$ cat config.mk
export PLATFORM = sky130hd
export DESIGN_NAME = tmss_div
export DESIGN_NICKNAME = d
export VERILOG_FILES = /design/src/rtl/tmss_pkg.sv /design/src/rtl/tmss_div.sv
export SDC_FILE = /design/constraint.sdc
export NUM_CORES = 1
export LEC_CHECK = 0
export ABC_CLOCK_PERIOD_IN_PS = 3330
export BUFFER_PORTS_ARGS = -buffer_cell sky130_fd_sc_hd__buf_2
export CORE_UTILIZATION = 48
export DETAILED_ROUTE_END_ITERATION = 12
export PLACE_DENSITY_LB_ADDON = 0.12
export SLEW_MARGIN = 20
export SYNTH_ARGS = -nofsm -noshare
export SYNTH_HDL_FRONTEND = slang
export SYNTH_SLANG_ARGS = --single-unit
$ cat constraint.sdc
create_clock -name clk -period 3.33 [get_ports clk]
set_input_delay 0.4995 -clock clk [delete_from_list [all_inputs] [get_ports clk]]
set_output_delay 0.4995 -clock clk [all_outputs]
set_load 0.05 [all_outputs]
$ cat src/rtl/tmss_pkg.sv
// Shared types and constants for the trimmed-mean step smoother.
package tmss_pkg;

	localparam int WINDOW_DEPTH_DEF = 11;
	localparam int DATA_W = 32;
	localparam int LERP_W = 17;
	localparam int CFG_IDX_W = 3;

	// Configuration register indexes.
	localparam logic [CFG_IDX_W-1:0] REG_SPEED    = 3'd0;
	localparam logic [CFG_IDX_W-1:0] REG_MIN_STEP = 3'd1;
	localparam logic [CFG_IDX_W-1:0] REG_MAX_STEP = 3'd2;
	localparam logic [CFG_IDX_W-1:0] REG_LERP     = 3'd3;

	// Reset values of the configuration registers.
	localparam logic [DATA_W-1:0] SPEED_RST    = 32'h0001_0000;
	localparam logic [DATA_W-1:0] MIN_STEP_RST = 32'h0000_0000;
	localparam logic [DATA_W-1:0] MAX_STEP_RST = 32'hFFFF_FFFF;
	localparam logic [LERP_W-1:0] LERP_RST     = 17'd13107;

	// Trim range thresholds on the fill count.
	localparam int TRIM_ALL_BELOW = 7;
	localparam int TRIM_ONE_BELOW = 10;
	localparam int TRIM_FIRST_FULL = 2;
	localparam int TRIM_LAST_FULL = 8;

	// Item kinds.
	localparam logic KIND_SAMPLE = 1'b0;
	localparam logic KIND_CLEAR  = 1'b1;

	// Operation of one cell in a cycle.
	typedef enum logic [2:0] {
		CM_HOLD,
		CM_PUSH,
		CM_LOAD,
		CM_SORT_EVEN,
		CM_SORT_ODD,
		CM_DRAIN
	} cell_mode_t;

	typedef struct packed {
		cell_mode_t mode;
	} cell_ctl_t;

	// One entry of the sorting row; an invalid entry ranks above all values.
	typedef struct packed {
		logic              vld;
		logic [DATA_W-1:0] val;
	} sort_ent_t;

	typedef enum logic [3:0] {
		ST_IDLE,
		ST_CLAMP,
		ST_PUSH,
		ST_LOAD,
		ST_SORT,
		ST_DRAIN,
		ST_DIV,
		ST_BLEND_MUL,
		ST_BLEND_ADD,
		ST_OUT
	} state_t;

	// True when entry a ranks above entry b.
	function automatic logic ent_gt(sort_ent_t a, sort_ent_t b);
		logic r;
		if (a.vld != b.vld) begin
			r = b.vld;
		end else begin
			r = (a.val > b.val);
		end
		return r;
	endfunction

endpackage

$ cat src/rtl/tmss_div.sv
// Restoring divider: wide sum by a small count, one quotient bit per cycle.
module tmss_div #(
	parameter int NUM_W = 36,
	parameter int DEN_W = 3
) (
	input  logic             clk,
	input  logic             arst_n,
	input  logic             start,
	input  logic [NUM_W-1:0] num,
	input  logic [DEN_W-1:0] den,
	output logic             busy,
	output logic [31:0]      quot
);
	import tmss_pkg::*;

	localparam int CNT_W = $clog2(NUM_W + 1);

	logic [NUM_W-1:0] num_q;
	logic [NUM_W-1:0] quot_q;
	logic [DEN_W-1:0] den_q;
	logic [DEN_W-1:0] rem_q;
	logic [CNT_W-1:0] cnt_q;
	logic             busy_q;
	logic [DEN_W:0]   trial;
	logic             take;

	// One trial subtraction per cycle.
	always_comb begin
		trial = {rem_q, num_q[NUM_W-1]};
		take = (trial >= {1'b0, den_q});
	end

	always_ff @(posedge clk or negedge arst_n) begin
		if (!arst_n) begin
			busy_q <= 1'b0;
			cnt_q <= '0;
		end else if (start) begin
			busy_q <= 1'b1;
			cnt_q <= CNT_W'(NUM_W);
		end else if (busy_q) begin
			cnt_q <= cnt_q - 1'b1;
			if (cnt_q == CNT_W'(1)) begin
				busy_q <= 1'b0;
			end
		end
	end

	always_ff @(posedge clk) begin
		if (start) begin
			num_q <= num;
			den_q <= den;
			rem_q <= '0;
			quot_q <= '0;
		end else if (busy_q) begin
			num_q <= {num_q[NUM_W-2:0], 1'b0};
			rem_q <= take ? DEN_W'(trial - {1'b0, den_q}) : DEN_W'(trial);
			quot_q <= {quot_q[NUM_W-2:0], take};
		end
	end

	assign busy = busy_q;
	assign quot = quot_q[DATA_W-1:0];

endmodule

# [Word-level counts from Yosys, hierarchy flattened]
# Cells that the tools add are included.
[word_totals] register_bits=81 output_inout_bits=33
[op_classes] addsub=2 n_lt_le_gt_ge=1 n_eq_ne=1 n_mux=8 n_reduce_logical=1
[op_table] op="36-bit 2-to-1 mux" count=2
[op_table] op="6-bit 2-to-1 mux" count=2
[op_table] op="6-bit by 1-bit == test with 1-bit output, second input constant" count=1
[op_table] op="6-bit by 1-bit subtractor with 6-bit output, second input constant" count=1
[op_table] op="4-bit by 3-bit >= comparator with 1-bit output" count=1
[op_table] op="1-bit 2-to-1 mux" count=3
[op_table] op="3-bit 2-to-1 mux" count=1
[op_table] op="3-bit subtractor" count=1
[op_table] op="2-bit nonzero test" count=1

# [Depth between registers and ports, before layout]
# Gate-level depths: netlist (run 1).
[depth] depth_word=4 ltp_mapped=6 ltp_nobuf=6

# [Least setup slack after synthesis (run 1)]
# No wires, ideal clock.
[synth_timing] path_type="register -> register" startpoint="reg busy_q, in the netlist busy" endpoint="reg num_q[0], enable pin" arrival_ns=1.931 slack_ns=1.009 stages_incl_launch_ff=5 path_cell_list="dfrtp_1 buf_2 buf_2 nor2_1 inv_1"
[synth_between] elab_chain_len=1
[synth_lines] element="from (decl)" line="tmss_div.sv:23" text="logic busy_q;"
[synth_lines] element="from (signal assigned)" line="tmss_div.sv:35" text="busy_q <= 1'b0;"
[synth_lines] element="from (signal assigned)" line="tmss_div.sv:38" text="busy_q <= 1'b1;"
[synth_lines] element="from (signal assigned)" line="tmss_div.sv:43" text="busy_q <= 1'b0;"
[synth_lines] element="2-bit nonzero test (no source line)"
[synth_lines] element="to (signal assigned)" line="tmss_div.sv:50" text="num_q <= num;"
[synth_lines] element="to (signal assigned)" line="tmss_div.sv:55" text="num_q <= {num_q[NUM_W-2:0], 1'b0};"
[synth_lines] element="to (decl)" line="tmss_div.sv:18" text="logic [NUM_W-1:0] num_q;"
# Every way passes these cells.
# A chain may end at the register's enable or synchronous reset.

# [Worst setup path after layout (run 1)]
[layout_timing] startpoint="reg busy_q, in the netlist busy" endpoint="out busy"
[layout_rtl] element="to (decl)" line="tmss_div.sv:11" text="output logic busy,"
# No word-level cell between the ends.

==> qor.yml, run 1 <==
outcome:
  status: "finished clean"
finish:
  stdcell_count: 406
  layout.nets: 372
  fin_area_mm2: 0.003971
  final_util_pct: 61.14
  num-fill-cells: 528
  n_antenna_cell: 0
  layout-area-overhead-vs-synth_pct: 19.86
  drive_above_1_share_pct: 38.91
global_routing:
  grt_pass1_wl_mm: 9.225
  grt.total_usage_pct: 16.68
  antenna_found_initial: 0
  overflow: 0
  grt_max_degree: 48
  grt_pass1_vias: 1955
cts:
  cts_buffer_depth: 2
  cts_setup_buffers: 0
  cts_tree: "done"
  clkSlewWorstSetupHoldPaths_ns: 0.08
  cts.sink_count: 81
  htreeDepth: 3
  root_buffer: "clkbuf_8"
  cts_buffers: 9
  clk_latency_ns: 0.35
die:
  fp-row-count: 29
  die-width_um: 85.08
  dieArea_mm2: 0.007239
  ios: 75
  coreArea_mm2: 0.006495
  initial_core_util_pct: 51.01
  die_h_um: 85.08
logic_synthesis:
  avgSynthCellArea_um2: 13.41
  synth_cell_types: 35
  synthCells: 247
  synth_xor_area_share_pct: 0.7931
  seq_area_frac_synth_pct: 61.78
  yosys_warnings: 0
  netlist_area_mm2: 0.003313
  synthTopCellsByCount: "edfxtp_1 (39), nor2_1 (37), dfxtp_1 (35), mux2_2 (35), mux2i_1 (31)"
  synth_top_family_by_area: "multiplexers"
  yosys-top-cells-area: "edfxtp_1 (35%), dfxtp_1 (21%), mux2_2 (12%)"
  yosys.area.top_type_share_pct: 35.35
  ys_ff_latch: 81
  synth_fa_ha_area_share_pct: 2.492
  synthSimpleGateAreaFrac_pct: 8.573
  synthArstFlopShare_pct: 8.642
  ys.flop_type: "edfxtp_1"
  synth-edff-count: 39
  muxShareOfSynthArea_pct: 21.26
  yosysMostFrequentCell: "edfxtp_1"
  synth_nets: 295
  synth_compound_area_share_pct: 2.304
  synth.largest_area_cell: "edfxtp_1"
critical_path:
  slowest_delay_ns: 0.70
  critPathTopFamily: "flip-flops"
  cp-start-kind: "flop"
  crit_type: "reg2out"
  crit_arrival_ns: 1.41
  cp.depth: 1
  worst-path-max-fanout: 22
  critical_path_buf_inv_count: 1
  cp-end-kind: "primary output"
  reg2reg_depth: 3
  required_ns: 2.83
  cp_slowest_cell: "dfrtp_2"
  crit_chain: "buf_2"
placement:
  gp_congestion: 0.7097
  dp_cells: 389
  port_buffers: 74
  place_worst_setup_slack_ns: 1.476
  hpwl_mm: 3.581
  placed_cell_area_mm2: 0.003749
sta:
  slew_violations: 0
  setup_slack_ns: 1.419
  tightest_slew_ns: 0.5180
  fin_hold_ws_ns: 0.3256
  clock_skew_ns: 0.008525
  finalHoldViolCount: 0
  rsz0062_at_grt: "no"
  fin_crit_sh_pct: 57.37
  setup_viol: 0
  period_minus_slack_ns: 1.911
  max_slew_margin_pct: 65.47
  fin_setup_tns_ns: 0
  fmax_mhz: 523.4
drt:
  first_pass_iters: 4
  drc: 0
  dr_total_vias: 2045
  drt_iter0_drc: 109
  antenna_left: 0
  viasPerCell: 5.037
  drt-wirelength-per-cell_um: 13.55
  wl_mm: 5.503
run:
  drv_cap: 0
pwr:
  leakage_nw: 1.921
  irDropWorstVdd_uv: 348.7
  power_density_mw_per_mm2: 557.2
  p_total_mw: 2.213
worst_hold_path:
  holdPathStages: 1
  hp-class: "in2reg"
==> layout make-up <==
cell class | instances | area, µm² | share of cell area, %
Sequential cell | 81 | 2048 | 51.58
Multi-Input combinational cell | 145 | 1174 | 29.55
Clock buffer | 14 | 177.7 | 4.474
Tap cell | 77 | 96.34 | 2.426
Inverter | 8 | 30.03 | 0.7561
Clock inverter | 2 | 35.03 | 0.8822
Timing Repair Buffer | 79 | 410.4 | 10.33
==> layer usage <==
| metal | share of wire [%] | GRT usage (%) | vias up |
|---|---|---|---|
| li1 | - | - | 1034 |
| met1 | 46 | 21.29 | 959 |
| met2 | 47 | 25.29 | 45 |
| met3 | 5.6 | 7.004 | 7 |
| met4 | 1.4 | 6.471 | 0 |
| met5 | 0 | 0 | - |
==> worst paths after layout <==
path / from / end / slack (ns)
max: busy / busy / 1.42
min: den[1] / den_q[1] / 0.33
max reg2reg: busy / num_q[23] / 1.46
min reg2reg: rem_q[2] / rem_q[2] / 0.45
max in group asynchronous: arst_n / busy / 2.67
min in group asynchronous: arst_n / busy / 0.50
==> power breakdown <==
| group | switching [mW] | internal (mW) | leakage, nW |
|---|---|---|---|
| clock network | 0.330 | 0.421 | 0.109 |
| logic | 0.150 | 0.135 | 1.04 |
| registers | 0.0422 | 1.14 | 0.776 |
==> sequential cells by signal, indices dropped and copies added, names as in the netlist <==
name and cells:
cnt_q 6, num_q 36, quot_q 32, busy 1, rem_q 3, den_q 3
==> what timing repair did <==
item,CTS,global route
resized for setup,0,0
hold buffers,1,0
endpoints found under the hold margin,7,0
endpoints found under the setup margin,0,0
==> cell families (layout without fill, tap and decap cells) <==
| kind of cell | count (synthesis) | count (layout) |
|---|---|---|
| muxes | 66 | 66 |
| xor gates and xnor gates | 3 | 3 |
| DFF | 81 | 81 |
| and+or+nand+nor | 59 | 59 |
| buffers and inverters | 21 | 103 |
| AOI/OAI and AO/OA | 11 | 11 |
| adders and majority gates | 6 | 6 |
==> cell usage in the layout (no fill, tap or decap), types with 2 or more instances in the layout <==
cell type   n
o21ai_0     3
mux2_2     35
xnor2_1     3
buf_4       4
edfxtp_1   39
a211oi_1    2
mux2i_1    31
or3b_1      2
clkbuf_1    2
nor2_1     37
inv_1       8
nand2_1     3
nand3b_1    2
nor3_1      2
nand2b_1    2
buf_2      74
dfrtp_1     6
clkbuf_8   10
and3_1      2
ha_1        5
dfxtp_1    35
No activity file was read; power rests on OpenSTA's default activity.
==> run 2: changes to the inputs <==
ABC_CLOCK_PERIOD_IN_PS = 1900   (was 3330)
clock period = 1.9 ns   (was 3.33 ns; I/O delays follow)
==> run 2 against run 1 <==
Clock-buffer cell count up 1. First-iteration DRC count is 33% lower. Global-route usage fell by 0.34 points. Sequential share of layout area down 0.36 points. Routed wire length is 0.64% higher. Core utilization up 0.42 points. Die area unchanged. Non-clock buffer count is 3 higher. Largest cell class unchanged.
==> qor.yml, run 2 (same netlist as run 1, synthesis figures left out) <==
outcome:
  status: "finished clean"
drt:
  antenna_left: 0  # unchanged
  drc: 0  # unchanged
  first_pass_iters: 4  # unchanged
  viasPerCell: 5.049  # +0.24%
  wl_mm: 5.538  # +0.64%
  drt-wirelength-per-cell_um: 13.54  # -0.10%
  dr_total_vias: 2065  # +0.98%
  drt_iter0_drc: 73  # -33%
cts:
  cts_buffers: 9  # unchanged
  clk_latency_ns: 0.34  # about the same
  cts.sink_count: 81  # unchanged
  root_buffer: "clkbuf_8"
  cts_buffer_depth: 2  # unchanged
  htreeDepth: 3  # unchanged
  clkSlewWorstSetupHoldPaths_ns: 0.07  # about the same
  cts_tree: "done"
global_routing:
  overflow: 0  # unchanged
  grt_util_met3_pct: 5.156  # -1.8 points
  grt-busiest-layer: "met2"
  grt_max_degree: 34  # -29%
  grt_pass1_vias: 1970  # +0.77%
  gr-usage-met2_pct: 25.73  # +0.44 points
  antenna_found_initial: 0  # unchanged
  grt_pass1_wl_mm: 9.218  # about the same
  grt.total_usage_pct: 16.35  # -0.34 points
  grtUsageMet1_pct: 21.31  # about the same
critical_path:
  cp-end-kind: "flop"
  cp_slowest_cell: "fa_1"
  crit_chain: "inv_1 -> ha_1 -> fa_1 -> nor2b_2 -> nor3_1 -> a311oi_1"
  crit_arrival_ns: 1.94  # +0.53 ns
  crit_type: "reg2reg"
  required_ns: 2.14  # -0.69 ns
  slowest_delay_ns: 0.41  # -0.29 ns
  cp-start-kind: "flop"
  worst-path-max-fanout: 5  # -77%
sta:
  fin_crit_sh_pct: 89.75
  max_slew_margin_pct: 64.04  # -1.4 points
  tightest_slew_ns: 0.5395  # +0.02146 ns
  setup_viol: 0  # unchanged
  fmax_mhz: 586.4
  slew_violations: 0  # unchanged
  finalHoldViolCount: 0  # unchanged
  fin_setup_tns_ns: 0  # unchanged
  rsz0062_at_grt: "no"
  period_minus_slack_ns: 1.705
  clock_skew_ns: 0.01218  # +0.003657 ns
finish:
  reg_top3: "num_q (36), quot_q (32), cnt_q (6)"
  final_cell_mix: "buf_2 (74), edfxtp_1 (39), nor2_1 (36), mux2_2 (35), dfxtp_1 (35)"
  layout.nets: 375  # +0.81%
  drive_above_1_share_pct: 40.06  # +1.2 points
  stdcell_count: 409  # +0.74%
  n_antenna_cell: 0  # unchanged
  layout_commonest_cell: "buf_2"
  num-fill-cells: 522  # -1.1%
  layout-area-overhead-vs-synth_pct: 20.69
  largest_reg_flops: 36  # unchanged
  top_register: "num_q"
die:
  initial_core_util_pct: 51.01  # unchanged
  die_h_um: 85.08  # unchanged
  coreArea_mm2: 0.006495  # unchanged
  dieArea_mm2: 0.007239  # unchanged
  ios: 75  # unchanged
  fp-row-count: 29  # unchanged
  die-width_um: 85.08  # unchanged
pwr:
  power_density_mw_per_mm2: 957.1  # +72%
  intPower_mw: 2.905  # +72%
  leakage_nw: 1.929  # +0.46%
  irDropWorstVdd_uv: 458.7  # +32%
  clkPwrFrac_pct: 32.6  # -1.3 points
  sw_frac_of_total_pct: 24.10  # +0.53 points
  seqPwrFrac_pct: 54.0  # +0.8 points
  p_total_mw: 3.827  # +73%
  comb_power_share_pct: 13.4  # +0.5 points
  power_switching_mw: 0.9223  # +77%
placement:
  gp_congestion: 0.7523  # +6.0%
  port_buffers: 74  # unchanged
  dp_cells: 392  # +0.77%
  hpwl_mm: 3.771  # +5.3%
run:
  drv_cap: 0  # unchanged
worst_hold_path:
  hp-class: "in2reg"
-- run 2: what timing repair did --
item                                    CTS  global route
hold endpoints to repair                  7             0
endpoints found under the setup margin    0             1
hold buffers                              1             0
setup buffers                             0             0
resized for setup                         0             1
-- run 2: power by group through the flow --
stage          Sequential, mW  Combinational, mW  Clock, mW
3_3_place_gp             2.10              0.494          0
6_report                 2.07              0.512       1.25
4_1_cts                  2.07              0.511       1.28
5_1_grt                  2.08              0.572       1.36
3_5_place_dp             2.10              0.507          0
2_1_floorplan            2.15              0.314          0
-- run 2: area by class of cell --
cell class,instances,area [µm²],area share [%]
tap,77,96.34,2.409
clock inverter,1,5.005,0.1252
clock buffer,15,198.9,4.975
sequential,81,2048,51.22
timing repair buffer,82,432.9,10.83
inverter,8,33.78,0.8448
multi-input combinational,145,1184,29.60
-- run 2: path summary, 6_finish.rpt --
check | startpoint | to | slack (ns) | cells after the start
worst min-delay path | den[2] | den_q[2] | 0.12 | 1
worst min register to register | rem_q[2] | rem_q[2] | 0.45 | 2
min in group asynchronous | arst_n | cnt_q[4] | 0.30 | 2
max in group asynchronous | arst_n | busy | 1.43 | 2
worst max register to register | num_q[35] | rem_q[0] | 0.19 | 6
worst max-delay path | num_q[35] | rem_q[0] | 0.19 | 6
-- run 2: through the flow --
stage | area (µm²) | hold slack, ns | util (%) | setup WS [ns]
6_report | 3999 | 0.1238 | 61.57 | 0.1947
5_1_grt | 3999 | 0.09675 | 61.57 | 0.05989
4_1_cts | 3996 | 0.1098 | 61.53 | 0.1054
3_5_place_dp | 3782 | 0.1242 | 58.24 | 0.1156
3_3_place_gp | 3782 | 0.1247 | 58.24 | 0.2354
2_1_floorplan | 3334 | -0.01059 | - | 0.01747
-- run 2: routing by layer --
| layer | vias up | wire length [µm] |
|---|---|---|
| met3 | 7 | 244 |
| met1 | 980 | 2649 |
| met2 | 40 | 2568 |
| met4 | 0 | 76 |
| met5 | - | 0 |
| li1 | 1038 | - |
-- run 2: critical path, delay by kind of cell, from the launching register on --
family	cells	cell delay, ns
flip-flops	1	0.33
adder cells (fa/ha/maj)	2	0.62
buffers and inverters	1	0.05
AND/OR/NAND/NOR	2	0.32
AO/OA/AOI/OAI	1	0.29
==> run 3: changes to the inputs <==
CORE_ASPECT_RATIO = 2   (was unset)
==> run 3 against run 2 <==
Critical path depth unchanged. Routed wire length down 1.5%. Final area increased by 3.7%. Sequential power is essentially flat.
==> qor.yml, run 3 (same netlist as run 1, synthesis figures left out) <==
finish:
  num-fill-cells: 591  # +13%
  n_antenna_cell: 0  # unchanged
  top_register: "num_q"
  largest_reg_flops: 36  # unchanged
  reg_top3: "num_q (36), quot_q (32), cnt_q (6)"
  fin_area_mm2: 0.004148  # +3.7%
  seq_area_mm2: 0.002048  # unchanged
  final_cell_mix: "buf_2 (74), edfxtp_1 (39), nor2_1 (36), mux2_2 (35), dfxtp_1 (35)"
  layout-area-overhead-vs-synth_pct: 25.19
  layout_commonest_cell: "buf_2"
  drive_above_1_share_pct: 40.24  # +0.18 points
  multi_input_area_mm2: 0.001181  # -0.21%
  layout.nets: 376  # +0.27%
die:
  initial_core_util_pct: 50.04  # -0.97 points
  die_h_um: 119.5  # +40%
  fp-row-count: 42  # +45%
  dieArea_mm2: 0.007259  # +0.28%
  die-width_um: 60.75  # -29%
  coreArea_mm2: 0.006621  # +1.9%
  ios: 75  # unchanged
sta:
  clock_skew_ns: 0.002825  # -0.009357 ns
  tightest_slew_ns: 0.3878  # -0.1516 ns
  finalHoldViolCount: 0  # unchanged
  period_minus_slack_ns: 1.741  # +0.03568 ns
  rsz0062_at_grt: "no"
  setup_viol: 0  # unchanged
  fmax_mhz: 574.4  # -2.0%
  slew_violations: 0  # unchanged
  fin_crit_sh_pct: 91.63  # +1.9 points
  fin_setup_tns_ns: 0  # unchanged
  max_slew_margin_pct: 73.94  # +9.9 points
cts:
  postCtsHoldBufs: 1  # unchanged
  cts_resized: 0  # unchanged
  cts_setup_buffers: 0  # unchanged
  clkSlewWorstSetupHoldPaths_ns: 0.06  # about the same
  root_buffer: "clkbuf_16"
  cts_buffer_depth: 2  # unchanged
  cts.sink_count: 81  # unchanged
  cts_tree: "done"
  clk_latency_ns: 0.32  # -0.02 ns
  htreeDepth: 3  # unchanged
  cts_buffers: 9  # unchanged
critical_path:
  r2r-start: "num_q[35]"
  crit_type: "reg2reg"
  cp-end-kind: "flop"
  required_ns: 2.13  # about the same
  reg2reg_depth: 6  # unchanged
  timing.rr.end: "rem_q[0]"
  reg2reg_slack_ns: 0.16  # -0.04 ns
  worst-path-max-fanout: 5  # unchanged
  crit_arrival_ns: 1.97  # +0.03 ns
  cp-start-kind: "flop"
global_routing:
  grt_pass1_wl_mm: 8.852  # -4.0%
  grt_max_degree: 29  # -15%
  antenna_found_initial: 0  # unchanged
  grt_pass1_vias: 1986  # +0.81%
  grt.total_usage_pct: 16.44  # +0.098 points
  overflow: 0  # unchanged
pwr:
  irDropWorstVdd_uv: 766.1  # +67%
  power_density_mw_per_mm2: 1026  # +7.2%
  leakage_nw: 1.984  # +2.9%
run:
  drv_cap: 0  # unchanged
drt:
  antenna_left: 0  # unchanged
  drt-wirelength-per-cell_um: 12.96  # -4.3%
  first_pass_iters: 4  # unchanged
  wl_mm: 5.456  # -1.5%
  viasPerCell: 4.976  # -1.4%
  drt_iter0_drc: 84  # +15%
  dr_total_vias: 2095  # +1.5%
  drc: 0  # unchanged
worst_hold_path:
  hp-class: "in2reg"
  holdPathEnd: "den_q[0]"
  holdPathStages: 1  # unchanged
  worstHoldStart: "den[0]"
placement:
  placed_cell_area_mm2: 0.003841  # +1.6%
  gp_congestion: 0.6935  # -7.8%
  hpwl_mm: 3.894  # +3.2%
  port_buffers: 74  # unchanged
outcome:
  status: "finished clean"
## run 3: worst max-delay path by stage
stage / startpoint / end / slack (ns)
finish: num_q[35] / rem_q[0] / 0.16
global route: num_q[35] / quot_q[0] / 0.02
CTS: num_q[35] / rem_q[0] / 0.16
detailed placement: num_q[35] / rem_q[0] / 0.15
global placement: num_q[35] / rem_q[0] / 0.24
floorplan: busy / num_q[0] / 0.02
## run 3: critical path: stages, from the launching register on
cell,delay (ns)
edfxtp_1,0.32
inv_1,0.05
ha_1,0.21
fa_1,0.37
nor2b_1,0.28
nor3_1,0.15
a311oi_1,0.27
## run 3: metal layers
metal | wire length [µm] | vias to the layer above | GRT usage, %
met5 | 0 | - | 0
met4 | 104 | 0 | 7.244
met3 | 197 | 7 | 4.634
met2 | 2920 | 51 | 27.06
met1 | 2234 | 999 | 19.30
li1 | - | 1038 | -
## run 3: power breakdown
group	internal, mW	switching [mW]
clock	1.04	0.629
sequential	1.99	0.0787
combinational	0.246	0.267
total	3.28	0.976
## run 3: per-stage QoR
stage	total power, mW	setup WS (ns)	utilization [%]	hold slack [ns]	instances
6_report	4.255	0.1590	62.64	0.1399	421
5_1_grt	4.440	0.01591	62.64	0.1373	421
4_1_cts	4.311	0.1621	62.64	0.1278	421
3_5_place_dp	2.624	0.1472	58.01	0.1279	404
3_3_place_gp	2.603	0.2394	58.01	0.1316	404
2_1_floorplan	2.461	0.01747	-	-0.01059	247
## run 3: cell type report
cell class              instances  area share, %
repair buffers                 83          11.52
well taps                      88          2.655
clock buffers                  10          5.762
flip-flops and latches         81          49.38
inverters                       8         0.8145
multi-input cells             145          28.48
clock inverters                 6          1.388
