## src/rtl/tmss_pkg.sv

```systemverilog
// Shared types and constants for the trimmed-mean step smoother.
package tmss_pkg;

	localparam int WINDOW_DEPTH_DEF = 11;
	localparam int DATA_W = 32;
	localparam int LERP_W = 17;
	localparam int CFG_IDX_W = 3;

	// Configuration register indexes.
	localparam logic [CFG_IDX_W-1:0] REG_SPEED    = 3'd0;
	localparam logic [CFG_IDX_W-1:0] REG_MIN_STEP = 3'd1;
	localparam logic [CFG_IDX_W-1:0] REG_MAX_STEP = 3'd2;
	localparam logic [CFG_IDX_W-1:0] REG_LERP     = 3'd3;

	// Reset values of the configuration registers.
	localparam logic [DATA_W-1:0] SPEED_RST    = 32'h0001_0000;
	localparam logic [DATA_W-1:0] MIN_STEP_RST = 32'h0000_0000;
	localparam logic [DATA_W-1:0] MAX_STEP_RST = 32'hFFFF_FFFF;
	localparam logic [LERP_W-1:0] LERP_RST     = 17'd13107;

	// Trim range thresholds on the fill count.
	localparam int TRIM_ALL_BELOW = 7;
	localparam int TRIM_ONE_BELOW = 10;
	localparam int TRIM_FIRST_FULL = 2;
	localparam int TRIM_LAST_FULL = 8;

	// Item kinds.
	localparam logic KIND_SAMPLE = 1'b0;
	localparam logic KIND_CLEAR  = 1'b1;

	// Operation of one cell in a cycle.
	typedef enum logic [2:0] {
		CM_HOLD,
		CM_PUSH,
		CM_LOAD,
		CM_SORT_EVEN,
		CM_SORT_ODD,
		CM_DRAIN
	} cell_mode_t;

	typedef struct packed {
		cell_mode_t mode;
	} cell_ctl_t;

	// One entry of the sorting row; an invalid entry ranks above all values.
	typedef struct packed {
		logic              vld;
		logic [DATA_W-1:0] val;
	} sort_ent_t;

	typedef enum logic [3:0] {
		ST_IDLE,
		ST_CLAMP,
		ST_PUSH,
		ST_LOAD,
		ST_SORT,
		ST_DRAIN,
		ST_DIV,
		ST_BLEND_MUL,
		ST_BLEND_ADD,
		ST_OUT
	} state_t;

	// True when entry a ranks above entry b.
	function automatic logic ent_gt(sort_ent_t a, sort_ent_t b);
		logic r;
		if (a.vld != b.vld) begin
			r = b.vld;
		end else begin
			r = (a.val > b.val);
		end
		return r;
	endfunction

endpackage

```

## src/rtl/tmss_cell.sv

```systemverilog
// One cell of the window row: an age-ordered slot and a sorting slot.
module tmss_cell (
	input  logic                  clk,
	input  logic                  arst_n,
	input  tmss_pkg::cell_ctl_t   ctl,
	input  logic                  odd_pos,
	input  logic [31:0]           age_in,
	input  logic                  age_vld,
	input  tmss_pkg::sort_ent_t   left_ent,
	input  tmss_pkg::sort_ent_t   right_ent,
	output logic [31:0]           age_out,
	output tmss_pkg::sort_ent_t   ent_out
);
	import tmss_pkg::*;

	logic [DATA_W-1:0] age_q;
	sort_ent_t         ent_q;
	sort_ent_t         ent_d;
	logic              pair_right;

	// In a sort cycle a cell pairs with its right or left neighbor by parity.
	always_comb begin
		pair_right = (ctl.mode == CM_SORT_EVEN) ? !odd_pos : odd_pos;
		ent_d = ent_q;
		case (ctl.mode)
			CM_LOAD: begin
				ent_d.vld = age_vld;
				ent_d.val = age_q;
			end
			CM_SORT_EVEN, CM_SORT_ODD: begin
				if (pair_right) begin
					ent_d = ent_gt(ent_q, right_ent) ? right_ent : ent_q;
				end else begin
					ent_d = ent_gt(left_ent, ent_q) ? left_ent : ent_q;
				end
			end
			CM_DRAIN: ent_d = right_ent;
			default: ent_d = ent_q;
		endcase
	end

	// Age slot shifts on a push; sorting slot follows the mode.
	always_ff @(posedge clk or negedge arst_n) begin
		if (!arst_n) begin
			ent_q <= '0;
		end else begin
			ent_q <= ent_d;
		end
	end

	always_ff @(posedge clk) begin
		if (ctl.mode == CM_PUSH) begin
			age_q <= age_in;
		end
	end

	assign age_out = age_q;
	assign ent_out = ent_q;

endmodule

```

## config.mk

```make
export PLATFORM = sky130hd
export DESIGN_NAME = tmss_cell
export DESIGN_NICKNAME = d
export VERILOG_FILES = /design/src/rtl/tmss_pkg.sv /design/src/rtl/tmss_cell.sv
export SDC_FILE = /design/constraint.sdc
export NUM_CORES = 1
export LEC_CHECK = 0
export BUFFER_PORTS_ARGS = -buffer_cell sky130_fd_sc_hd__buf_2
export CORE_AREA = 2 2 116 118
export CTS_CLUSTER_SIZE = 40
export DETAILED_ROUTE_END_ITERATION = 12
export DIE_AREA = 0 0 118 120
export GPL_ROUTABILITY_DRIVEN = 0
export PLACE_DENSITY = 0.65
export SKIP_LAST_GASP = 1
export SLEW_MARGIN = 10
export SYNTH_ARGS = -nofsm -noshare
export SYNTH_HDL_FRONTEND = slang
export SYNTH_SLANG_ARGS = --single-unit
```

## constraint.sdc

```tcl
create_clock -name clk -period 3.09 [get_ports clk]
set_input_delay 0.1545 -clock clk [delete_from_list [all_inputs] [get_ports clk]]
set_output_delay 0.1545 -clock clk [all_outputs]
set_load 0.01 [all_outputs]
```

* Word level (Yosys, flattened, before mapping)
Index checks and enable logic that the tools add are counted.
Operators by class: mux-type cells 11, eq/ne operators 9, reduce and logical (&&, ||, !) cells 4, magnitude comparators 2
Operators by type and width (count):
- 33-bit 2-to-1 mux | 3
- 33-bit case mux with 3 select lines | 1
- 32-bit > comparator | 2
- 1-bit 2-to-1 mux | 7
- 3-bit by 2-bit == test with 1-bit output (second input constant) | 2
- 3-bit == test (second input constant) | 2
- 3-bit != test (second input constant) | 2
- 3-bit by 1-bit == test with 1-bit output (second input constant) | 1
- 3-bit AND reduction | 1
- 3-bit nonzero test | 1
- 1-bit != test | 2
- 2-bit OR reduction | 1
- 1-bit logical NOT | 1
Word-level totals: bits in registers 65, bits of input ports 105, output and inout bits 65, word-level logic and storage cells 29

* Longest topological paths before layout
Gate-level depths: netlist (run 1).
depth in word-level cells 7, gate-level depth with buffers 12, gate-level depth less buffers 10

* Worst setup path after synthesis (run 1)
No wires, ideal clock.
path kind flip-flop to flip-flop, start register ent_q (netlist bit ent_out[1]), end register ent_q (netlist bit ent_out[10]), path buffers 2, cell stages (with the launch flop) 13, path slack 302 ps, setup time 132 ps, arrival 2656 ps, path through dfrtp_1 > inv_1 > ha_1 > nor2b_1 > o211ai_2 > a2111oi_1 > or4b_4 > a2111oi_4 > and3_1 > buf_6 > buf_8 > o311a_1 > o21ai_1
Between the ends: longest elaborated chain between the ends 6, elaborated cells on any way between the ends 11, those cells by class order compare: 2; eq/ne: 2; mux: 6; reduce/logical: 1
Ends and longest elaborated chain:
- start: declaration | line tmss_cell.sv:17 | sort_ent_t ent_q;
- start signal: assignment | line tmss_cell.sv:47 | ent_q <= ent_d;
- 32-bit > comparator | line tmss_pkg.sv:70 | r = (a.val > b.val);
- 1-bit 2-to-1 mux | line tmss_pkg.sv:67 | if (a.vld != b.vld) begin
- 1-bit 2-to-1 mux | line tmss_cell.sv:31 | if (pair_right) begin
- 1-bit 2-to-1 mux | line tmss_cell.sv:25 | case (ctl.mode)
- 3-bit != test (no line)
- 3-bit AND reduction (no line) (*)
Mark *: on every way between the ends. The rest lies on a longest branch, timed or not. The select of a mux whose other input is x is not followed. A chain may end at the register's enable or synchronous reset.

* Worst setup path in the final report (run 1)
start register ent_q (netlist bit ent_out[3]), end register ent_q (netlist bit ent_out[17])
The elaborated chain is that of the path after synthesis.

==> results of run 1 <==
## routing by layer
layer  vias to the layer above  share of wire [%]  wire (µm)
met4                         0                2.9        496
met2                       241                 48       8220
met5                         -                  0          0
met3                        40                7.3       1240
li1                       2449                  -          -
met1                      2466                 41       7050
## cell usage in the layout (no fill, tap or decap), types with 2 or more instances in the layout
master	instances
nand4_4	3
buf_4	19
a21oi_1	30
nor4_1	2
o311a_1	33
clkbuf_16	9
a221oi_1	3
inv_1	67
dlygate4sd3_1	33
or2b_2	2
clkbuf_8	2
bufinv_16	2
nor2b_1	4
nand2_1	46
a21o_1	4
buf_2	169
o21ai_1	30
dfrtp_1	32
o211ai_2	2
clkinv_2	2
nand3_1	3
buf_12	2
nand4_1	45
edfxtp_1	32
ha_1	64
nor3_1	2
nor2_1	3
a222oi_1	33
o21ai_0	16
## power by group
group | total [W] | switching (W) | internal [W] | leakage, nW
Sequential | 0.00147 | 0.000315 | 0.00115 | 0.688
Clock | 0.00114 | 0.000388 | 0.000747 | 0.162
Combinational | 0.00263 | 0.00148 | 0.00115 | 2.39
## worst max-delay path, delay by kind of cell (launching register included)
| family | cells | cell delay [ns] |
|---|---|---|
| fa+ha+maj | 1 | 0.32 |
| simple gates | 2 | 0.76 |
| buf+inv | 2 | 0.25 |
| compound gates | 5 | 1.07 |
| flops | 1 | 0.42 |
## sequential cells by signal, indices dropped and copies added, names as in the netlist
register / flops
ent_out: 33
age_out: 32
## cells by family after synthesis
kind of cell / synth area share [%]
AO/OA/AOI/OAI: 24.3
multiplexers: 0.199
adder cells (fa/ha/maj): 15.9
flip-flops: 35.5
buffers and inverters: 8.81
AND/OR/NAND/NOR: 14.7
XOR/XNOR: 0.498
## repair_timing
item                                    in CTS  in global routing
setup buffers                                0                  1
hold endpoints to repair                    65                  0
gates resized for setup                      0                  5
hold buffers                                33                  0
endpoints found under the setup margin       0                 32
## cell type report
class                   count  area [µm²]
fillers                  1207        6180
multi-input cells         351        2840
flip-flops and latches     65        1790
repair buffers            224        1370
clock buffers              11         253
inverters                  67         251
well taps                 176         220
clock inverters             5        77.6
## worst min path at each step
stage | slack, ns | depth (start not counted) | end
final | 0.14 | 3 | ent_out[32]$_DFFE_PN0P_
after global routing | 0.18 | 3 | ent_out[32]$_DFFE_PN0P_
after CTS | 0.13 | 3 | ent_out[32]$_DFFE_PN0P_
after detailed placement | 0.29 | 1 | ent_out[21]$_DFFE_PN0P_
after global placement | 0.29 | 1 | ent_out[21]$_DFFE_PN0P_
after floorplan | -0.14 | 0 | ent_out[0]$_DFFE_PN0P_
## metrics by stage
step	hold slack [ns]	total power (W)	utilization [%]
after floorplan	-0.141	0.00315	-
after global placement	0.286	0.00392	47.1
after detailed placement	0.293	0.00402	47.1
after CTS	0.133	0.00521	52.1
after global routing	0.176	0.00564	52.4
final	0.143	0.00523	52.4
==> reports/metrics.yaml, run 1 <==
maxSlewHeadroom_pct: 43.6
stdcell_area_mm2: 0.00680
avgViaCountPerCell: 5.78
clk_latency_ns: 0.34
vias: 5196
diodes: 0
critPathCaptureType: "flip-flop"
yosys_warnings: 0
synth.most_common_cell: "inv_1"
synthTopCellsByArea: "edfxtp_1, dfrtp_1, ha_1, a222oi_1, o311a_1"
grt_use_total_pct: 24.4
cts.htree.levels: 3
slowest_delay_ns: 0.50
worstReg2RegEnd: "ent_out[17]$_DFFE_PN0P_"
path_max_fanout: 15
crit_path_start_kind: "flip-flop"
cts_tree: "done"
final_max_slew_viol_count: 0
fin_cells: 899
dieArea_mm2: 0.0142
grtUsageMet1_pct: 31.1
tightest_slew_ns: 0.845
synth_cell_type_count: 46
regToRegSetupSlack_ns: 0.14
ys_ff_latch: 65
crit-reg2reg-launch: "ent_out[3]$_DFFE_PN0P_"
min_from: "age_vld"
required_ns: 3.29
clkSlewWorstSetupHoldPaths_ns: 0.05
synth_cells: 515
rsz0062_at_grt: "no"
syn_avg_cell_area_um2: 9.76
synthArstFlopShare_pct: 50.8
power.leakage_nw: 3.24
drt-total-wl_mm: 17.0
first_global_vias: 5210
fin_ws_ns: 0.144
initial_core_util_pct: 38.7
tns_ns: 0
worstSetupStartpoint: "ent_out[3]$_DFFE_PN0P_"
io_pins: 170
yosys.area.top_type: "edfxtp_1"
die_h_um: 120
drt_iter0_drc: 578
cts.sinks: 65
maxCapViolations: 0
core_area_mm2: 0.0130
grt-ovfl-total: 0
io_buffers: 169
rows: 42
fin_worst_skew_ns: 0.00610
gr-max-usage-layer: "met2"
arrival_ns: 3.15
finalSetupViolCount: 0
ant_nets: 0
crit_path_end: "ent_out[17]$_DFFE_PN0P_"
yosysSeqAreaShare_pct: 35.5
peakVddDrop_mv: 0.295
reg2reg_depth: 10
synth_edf_count: 32
min_period_over_period_pct: 95.3
finalHoldViolCount: 0
outcome: "complete, no violations"
root_buffer: "clkbuf_16"
grt_antenna_before_repair: 0
grt_pass1_wl_mm: 27.3
syn-cell-area_mm2: 0.00503
worstPathCellList: "inv_1, ha_1, a21oi_1, a2111oi_1, or4b_4, a2111oi_4, and3_4, buf_6, o311a_1, o21ai_0"
powerDensity_mw_per_mm2: 769
grt.met3_usage_pct: 4.13
ys.flop_type: "dfrtp_1"
synth.net_count: 684
cp_slowest_cell: "or4b_4"
wl_per_cell_um: 18.9
detailed_place_hpwl_mm: 12.5
hold_class: "primary input to flip-flop"
min_period_ns: 2.95
die_x_um: 118
grt_start_max_net_pins: 34
dp.cells: 849
post_dp_cell_area_mm2: 0.00611
drc_errors: 0
fmax_mhz: 339
numCtsBuffers: 9
drt-pass1-iter-count: 8
drive_above_1_share_pct: 32.2
crit_type: "flip-flop to flip-flop"
area_delta_synth_final_pct: 35.3
place_ws_ns: 0.138
clock_path_buffers: 2
synthTopCellsByCount: "inv_1, ha_1, nand2_1, nand4_1"
use_met2_pct: 40.6
synth_top_area_share_pct: 19.1
layout.nets: 887
Note: power is estimated with default switching activity, not from simulation.
==> run 2, diff against run 1 <==
--- a/config.mk
+++ b/config.mk
@@ -11,6 +11,7 @@
 export DETAILED_ROUTE_END_ITERATION = 12
 export DIE_AREA = 0 0 118 120
 export GPL_ROUTABILITY_DRIVEN = 0
+export GPL_TIMING_DRIVEN = 0
 export PLACE_DENSITY = 0.65
 export SKIP_LAST_GASP = 1
 export SLEW_MARGIN = 10
==> reports/metrics.yaml, run 2 (same netlist as run 1, synthesis figures left out) <==
crit_buf_inv: 4  # was 2
cts.sinks: 65  # unchanged
final_max_slew_viol_count: 0  # unchanged
die_x_um: 118  # unchanged
use_met2_pct: 40.1  # was 40.6%
avgViaCountPerCell: 5.74  # was 5.78
cp_slowest_cell: "nor4_4"  # was or4b_4
nFillCells: 1201  # was 1,207
clk_latency_ns: 0.34  # about the same
required_ns: 3.30  # was 3.29 ns
grt-ovfl-total: 0  # unchanged
numCtsBuffers: 9  # unchanged
cts_tree: "done"  # unchanged
critPathCaptureType: "flip-flop"  # unchanged
min_period_over_period_pct: 97.8  # was 95.3%
drt_iter0_drc: 477  # was 578
clock_path_buffers: 2  # unchanged
dieArea_mm2: 0.0142  # unchanged
area_delta_synth_final_pct: 40.3  # was 35.3%
min_period_ns: 3.02  # was 2.95 ns
fin_worst_skew_ns: 0.00554  # was 0.00610 ns
grtUsageMet1_pct: 30.4  # was 31.1%
power.total_w: 0.00544  # was 0.00523 W
layout.nets: 920  # was 887
root_buffer: "clkbuf_16"  # unchanged
drt-pass1-iter-count: 6  # was 8
drive_above_1_share_pct: 34.0  # was 32.2%
io_pins: 170  # unchanged
wl_per_cell_um: 18.5  # was 18.9 µm
layout_commonest_cell: "buf_2"  # unchanged
core_area_mm2: 0.0130  # unchanged
outcome: "complete, no violations"  # unchanged
first_global_vias: 5311  # was 5,210
grt_use_total_pct: 23.8  # was 24.4%
ant_nets: 0  # unchanged
clkSlewWorstSetupHoldPaths_ns: 0.06  # was 0.05 ns
arrival_ns: 3.23  # was 3.15 ns
io_buffers: 169  # unchanged
final_cell_mix: "buf_2, inv_1, ha_1, nand2_1, nand4_1"  # unchanged
maxCapViolations: 0  # unchanged
regToRegSetupSlack_ns: 0.07  # was 0.14 ns
regArea_mm2: 0.00179  # about the same
place_ws_ns: -0.406  # was 0.138 ns
grt_pass1_wl_mm: 26.8  # was 27.3 mm
power.leakage_nw: 3.36  # was 3.24 nW
vias: 5345  # was 5,196
multiInputGateArea_mm2: 0.00287  # was 0.00284 mm²
cp_top_family: "simple AND/OR/NAND/NOR gates"  # was compound AO/OA/AOI/OAI gates
path_max_fanout: 6  # was 15
finalSetupViolCount: 0  # unchanged
slowest_delay_ns: 0.42  # was 0.50 ns
drt-total-wl_mm: 17.2  # was 17.0 mm
fin_ws_ns: 0.0690  # was 0.144 ns
crit_path_start_kind: "flip-flop"  # unchanged
crit_type: "flip-flop to flip-flop"  # unchanged
finalHoldViolCount: 0  # unchanged
rows: 42  # unchanged
grt_antenna_before_repair: 0  # unchanged
gr-max-usage-layer: "met2"  # unchanged
grt.met3_usage_pct: 4.04  # was 4.13%
peakVddDrop_mv: 0.281  # was 0.295 mV
cts.htree.levels: 3  # unchanged
die_h_um: 120  # unchanged
largest_register_ff_count: 33  # unchanged
worstPathCellList: "inv_1, ha_1, nand4_1, nor4_4, and3b_4, a2111oi_4, buf_4, and3_4, buf_8, clkbuf_16, o311a_1, o21ai_1"  # was inv_1, ha_1, a21oi_1, a2111oi_1, or4b_4, a2111oi_4, and3_4, buf_6, o311a_1, o21ai_0
hold_class: "primary input to flip-flop"  # unchanged
initial_core_util_pct: 38.7  # unchanged
fmax_mhz: 331  # was 339 MHz
grt_start_max_net_pins: 34  # unchanged
detailed_place_hpwl_mm: 12.7  # was 12.5 mm
tightest_slew_ns: 0.838  # was 0.845 ns
powerDensity_mw_per_mm2: 771  # was 769 mW/mm²
maxSlewHeadroom_pct: 44.1  # was 43.6%
drc_errors: 0  # unchanged
diodes: 0  # unchanged
[run 2: cell types whose count changed in the layout (fill, tap and decap cells not counted), sizes merged]
cell          previous run  this run
clkbuf                  11        31
dlymetal6s2s             0         1
clkinv                   2         3
buf                    191       203
bufinv                   2         1
clkinvlp                 1         0
[run 2: layout make-up]
| cell class | count | share of cell area, % |
|---|---|---|
| multi-input combinational | 351 | 40.7 |
| sequential | 65 | 25.4 |
| buffer | 32 | 2.82 |
| clock buffer | 11 | 3.44 |
| clock inverter | 4 | 0.621 |
| timing repair buffer | 225 | 20.3 |
| inverter | 67 | 3.57 |
| tap | 176 | 3.12 |
[run 2: layer usage]
| metal | vias to the layer above | routed length, µm | part of all wire, % |
|---|---|---|---|
| met5 | - | 0 | 0 |
| met3 | 30 | 1140 | 6.6 |
| met1 | 2579 | 7490 | 43 |
| li1 | 2509 | - | - |
| met4 | 0 | 442 | 2.6 |
| met2 | 227 | 8170 | 47 |
[run 2: worst paths after layout]
| check | startpoint | end | cells past startpoint |
|---|---|---|---|
| min in group asynchronous | arst_n | ent_out[23]$_DFFE_PN0P_ | 2 |
| max in group asynchronous | arst_n | ent_out[1]$_DFFE_PN0P_ | 2 |
| setup / recovery | ent_out[11]$_DFFE_PN0P_ | ent_out[27]$_DFFE_PN0P_ | 12 |
| setup reg to reg | ent_out[11]$_DFFE_PN0P_ | ent_out[27]$_DFFE_PN0P_ | 12 |
| hold reg to reg | age_out[25]$_DFFE_PN_ | ent_out[25]$_DFFE_PN0P_ | 2 |
| hold / removal | right_ent[13] | ent_out[13]$_DFFE_PN0P_ | 3 |
[run 2: metrics by stage]
step	instance area, µm²	cells	TNS (ns)	util, %	hold WS, ns
global route	7050	931	-0.00140	54.3	0.200
global placement	6090	860	-20.64	46.9	0.285
floorplan	5030	515	0	-	-0.141
CTS	6810	913	0	52.5	0.159
finish	7050	931	0	54.3	0.168
detailed placement	6130	861	-11.83	47.2	0.288
[run 2: power by group]
group | internal [W] | leakage [nW] | switching [W]
Combinational | 0.00139 | 2.54 | 0.00154
Clock | 0.000637 | 0.143 | 0.000387
Sequential | 0.00116 | 0.683 | 0.000331
Total | 0.00318 | 3.36 | 0.00226
[run 2: tightest hold or removal path: cells and delay by family]
| family | cells | cell delay (ns) |
|---|---|---|
| buf+inv | 1 | 0.09 |
| compound gates | 2 | 0.22 |
[run 2: timing repair]
item                       4_1_cts  5_1_grt
setup endpoints to repair       33       33
pin swaps                        2        5
buffers inserted                 4       14
hold endpoints to repair        65        0
gates cloned                     0        4
gates resized for setup          7       20
hold buffers                    33        0
==> run 3, diff against run 2 <==
--- a/config.mk
+++ b/config.mk
@@ -6,13 +6,13 @@
 export NUM_CORES = 1
 export LEC_CHECK = 0
 export BUFFER_PORTS_ARGS = -buffer_cell sky130_fd_sc_hd__buf_2
-export CORE_AREA = 2 2 116 118
+export CORE_AREA = 2 2 102 104
 export CTS_CLUSTER_SIZE = 40
 export DETAILED_ROUTE_END_ITERATION = 12
-export DIE_AREA = 0 0 118 120
+export DIE_AREA = 0 0 104 106
 export GPL_ROUTABILITY_DRIVEN = 0
 export GPL_TIMING_DRIVEN = 0
-export PLACE_DENSITY = 0.65
+export PLACE_DENSITY = 0.81
 export SKIP_LAST_GASP = 1
 export SLEW_MARGIN = 10
 export SYNTH_ARGS = -nofsm -noshare
==> constraint.sdc (replaced) <==
create_clock -name clk -period 3.09 [get_ports clk]
set_input_delay 0 -clock clk [delete_from_list [all_inputs] [get_ports clk]]
set_output_delay 0 -clock clk [all_outputs]
set_load 0.01 [all_outputs]
==> reports/metrics.yaml, run 3 (same netlist as run 1, synthesis figures left out) <==
outcome: "complete, no violations"  # unchanged
crit_buf_inv: 3  # was 4
min_period_ns: 3.06  # was 3.02 ns
grt_use_total_pct: 29.5  # was 23.8%
layout_commonest_cell: "buf_2"  # unchanged
cp_slowest_cell: "a2111oi_4"  # was nor4_4
cts.sinks: 65  # unchanged
numCtsBuffers: 9  # unchanged
fmax_mhz: 327  # was 331 MHz
required_ns: 3.31  # was 3.30 ns
finalSetupViolCount: 0  # unchanged
final_cell_mix: "buf_2, inv_1, ha_1, nand2_1, nand4_1"  # unchanged
fin_ws_ns: 0.0282  # was 0.0690 ns
critPathCaptureType: "flip-flop"  # unchanged
largest_register_ff_count: 33  # unchanged
drive_above_1_share_pct: 34.6  # was 34.0%
cts.htree.levels: 3  # unchanged
detailed_place_hpwl_mm: 12.2  # was 12.7 mm
drt-total-wl_mm: 17.2  # about the same
area_delta_synth_final_pct: 37.5  # was 40.3%
wl_per_cell_um: 19.3  # was 18.5 µm
stdcell_area_mm2: 0.00691  # was 0.00705 mm²
clk_latency_ns: 0.35  # was 0.34 ns
drt-pass1-iter-count: 6  # unchanged
power.leakage_nw: 3.28  # was 3.36 nW
initial_core_util_pct: 50.3  # was 38.7%
grt_start_max_net_pins: 34  # unchanged
crit_type: "flip-flop to flip-flop"  # unchanged
cts_tree: "done"  # unchanged
powerDensity_mw_per_mm2: 734  # was 771 mW/mm²
diodes: 0  # unchanged
clkSlewWorstSetupHoldPaths_ns: 0.07  # was 0.06 ns
final_max_slew_viol_count: 0  # unchanged
first_global_vias: 5555  # was 5,311
grt_antenna_before_repair: 0  # unchanged
maxCapViolations: 0  # unchanged
vias: 5597  # was 5,345
worstPathCellList: "inv_2, ha_4, nand4_1, nor4_4, and3b_4, a2111oi_4, and3_1, buf_6, clkbuf_16, o311a_1, o21ai_1"  # was inv_1, ha_1, nand4_1, nor4_4, and3b_4, a2111oi_4, buf_4, and3_4, buf_8, clkbuf_16, o311a_1, o21ai_1
avgViaCountPerCell: 6.28  # was 5.74
slowest_delay_ns: 0.46  # was 0.42 ns
path_max_fanout: 8  # was 6
grt-ovfl-total: 0  # unchanged
post_dp_cell_area_mm2: 0.00608  # was 0.00613 mm²
die_x_um: 104  # was 118 µm
crit_path_start_kind: "flip-flop"  # unchanged
io_buffers: 169  # unchanged
fin_worst_skew_ns: 0.0177  # was 0.00554 ns
peakVddDrop_mv: 0.320  # was 0.281 mV
ant_nets: 0  # unchanged
rows: 37  # was 42
grt_pass1_wl_mm: 26.3  # was 26.8 mm
die_h_um: 106  # was 120 µm
root_buffer: "clkbuf_8"  # was clkbuf_16
maxSlewHeadroom_pct: 44.2  # was 44.1%
layout.nets: 920  # unchanged
dieArea_mm2: 0.0110  # was 0.0142 mm²
rsz0062_at_grt: "yes"
min_period_over_period_pct: 99.1  # was 97.8%
place_ws_ns: -0.353  # was -0.406 ns
clock_path_buffers: 2  # unchanged
core_area_mm2: 0.0100  # was 0.0130 mm²
hold_class: "primary input to flip-flop"  # unchanged
arrival_ns: 3.28  # was 3.23 ns
drc_errors: 0  # unchanged
drt_iter0_drc: 776  # was 477
finalHoldViolCount: 0  # unchanged
cp_top_family: "simple AND/OR/NAND/NOR gates"  # unchanged
tightest_slew_ns: 0.837  # was 0.838 ns
io_pins: 170  # unchanged
==> run 3: changes by cell type in the layout (fill, tap and decap cells not counted), moves of 2 or more <==
cell	previous run	this run
buf_4	17	14
inv_1	66	61
clkbuf_8	1	9
ha_4	2	6
clkbuf_2	1	4
dlygate4sd3_1	33	37
buf_6	0	2
clkbuf_4	3	0
inv_2	1	6
ha_1	62	58
a21oi_2	4	2
clkbuf_16	12	3
a21oi_1	27	29
==> run 3: repair_timing <==
item,in CTS,in global routing
buffers inserted,4,11
hold endpoints to repair,68,0
setup endpoints to repair,33,33
resized for setup,6,26
cloned,0,3
hold buffers,37,0
pin swaps,2,14
==> run 3: power breakdown <==
group / leakage, nW / internal, W / switching [W]
registers: 0.682 / 0.00116 / 0.000332
clock network: 0.0770 / 0.000279 / 0.000348
logic: 2.52 / 0.00136 / 0.00159
total: 3.28 / 0.00280 / 0.00227
==> run 3: area by class of cell <==
cell class / count / area [µm²]
Fill cell: 772 / 3090
Multi-Input combinational cell: 351 / 2920
Sequential cell: 65 / 1800
Timing Repair Buffer: 225 / 1440
Inverter: 67 / 251
Buffer: 32 / 188
Tap cell: 136 / 170
Clock buffer: 10 / 128
Clock inverter: 5 / 25.0
==> run 3: final timing paths <==
kind | cells after the start | end | slack, ns | start
setup / recovery | 11 | ent_out[11]$_DFFE_PN0P_ | 0.03 | ent_out[10]$_DFFE_PN0P_
hold / removal | 3 | ent_out[12]$_DFFE_PN0P_ | 0.005 | right_ent[12]
setup reg to reg | 11 | ent_out[11]$_DFFE_PN0P_ | 0.03 | ent_out[10]$_DFFE_PN0P_
hold reg to reg | 2 | ent_out[12]$_DFFE_PN0P_ | 0.58 | age_out[12]$_DFFE_PN_
max in group asynchronous | 2 | ent_out[3]$_DFFE_PN0P_ | 2.19 | arst_n
min in group asynchronous | 2 | ent_out[22]$_DFFE_PN0P_ | 0.29 | arst_n
==> run 3: worst reg2reg max path, cell delays in order (launching register included) <==
cell and delay (ns):
dfrtp_1 0.44, inv_2 0.08, ha_4 0.27, nand4_1 0.20
nor4_4 0.38, and3b_4 0.27, a2111oi_4 0.46, and3_1 0.24
buf_6 0.18, clkbuf_16 0.16, o311a_1 0.18, o21ai_1 0.07
==> run 3: metrics by stage <==
stage	util [%]	setup TNS [ns]	std cells	power, W	hold WS [ns]
after CTS	66.5	0	877	0.00470	0.00403
final	69.1	0	891	0.00507	0.00550
after floorplan	-	0	515	0.00315	-0.296
after detailed placement	60.8	-9.74	821	0.00400	0.128
after global placement	60.4	-7.45	820	0.00385	0.125
after global routing	69.1	-0.891	891	0.00543	0.0226
==> run 3: metal layers <==
| layer | track usage [%] | wire (µm) |
|---|---|---|
| met5 | 0 | 0 |
| met3 | 5.21 | 1660 |
| met1 | 36.4 | 6700 |
| met4 | 13.9 | 752 |
| met2 | 50.1 | 8070 |
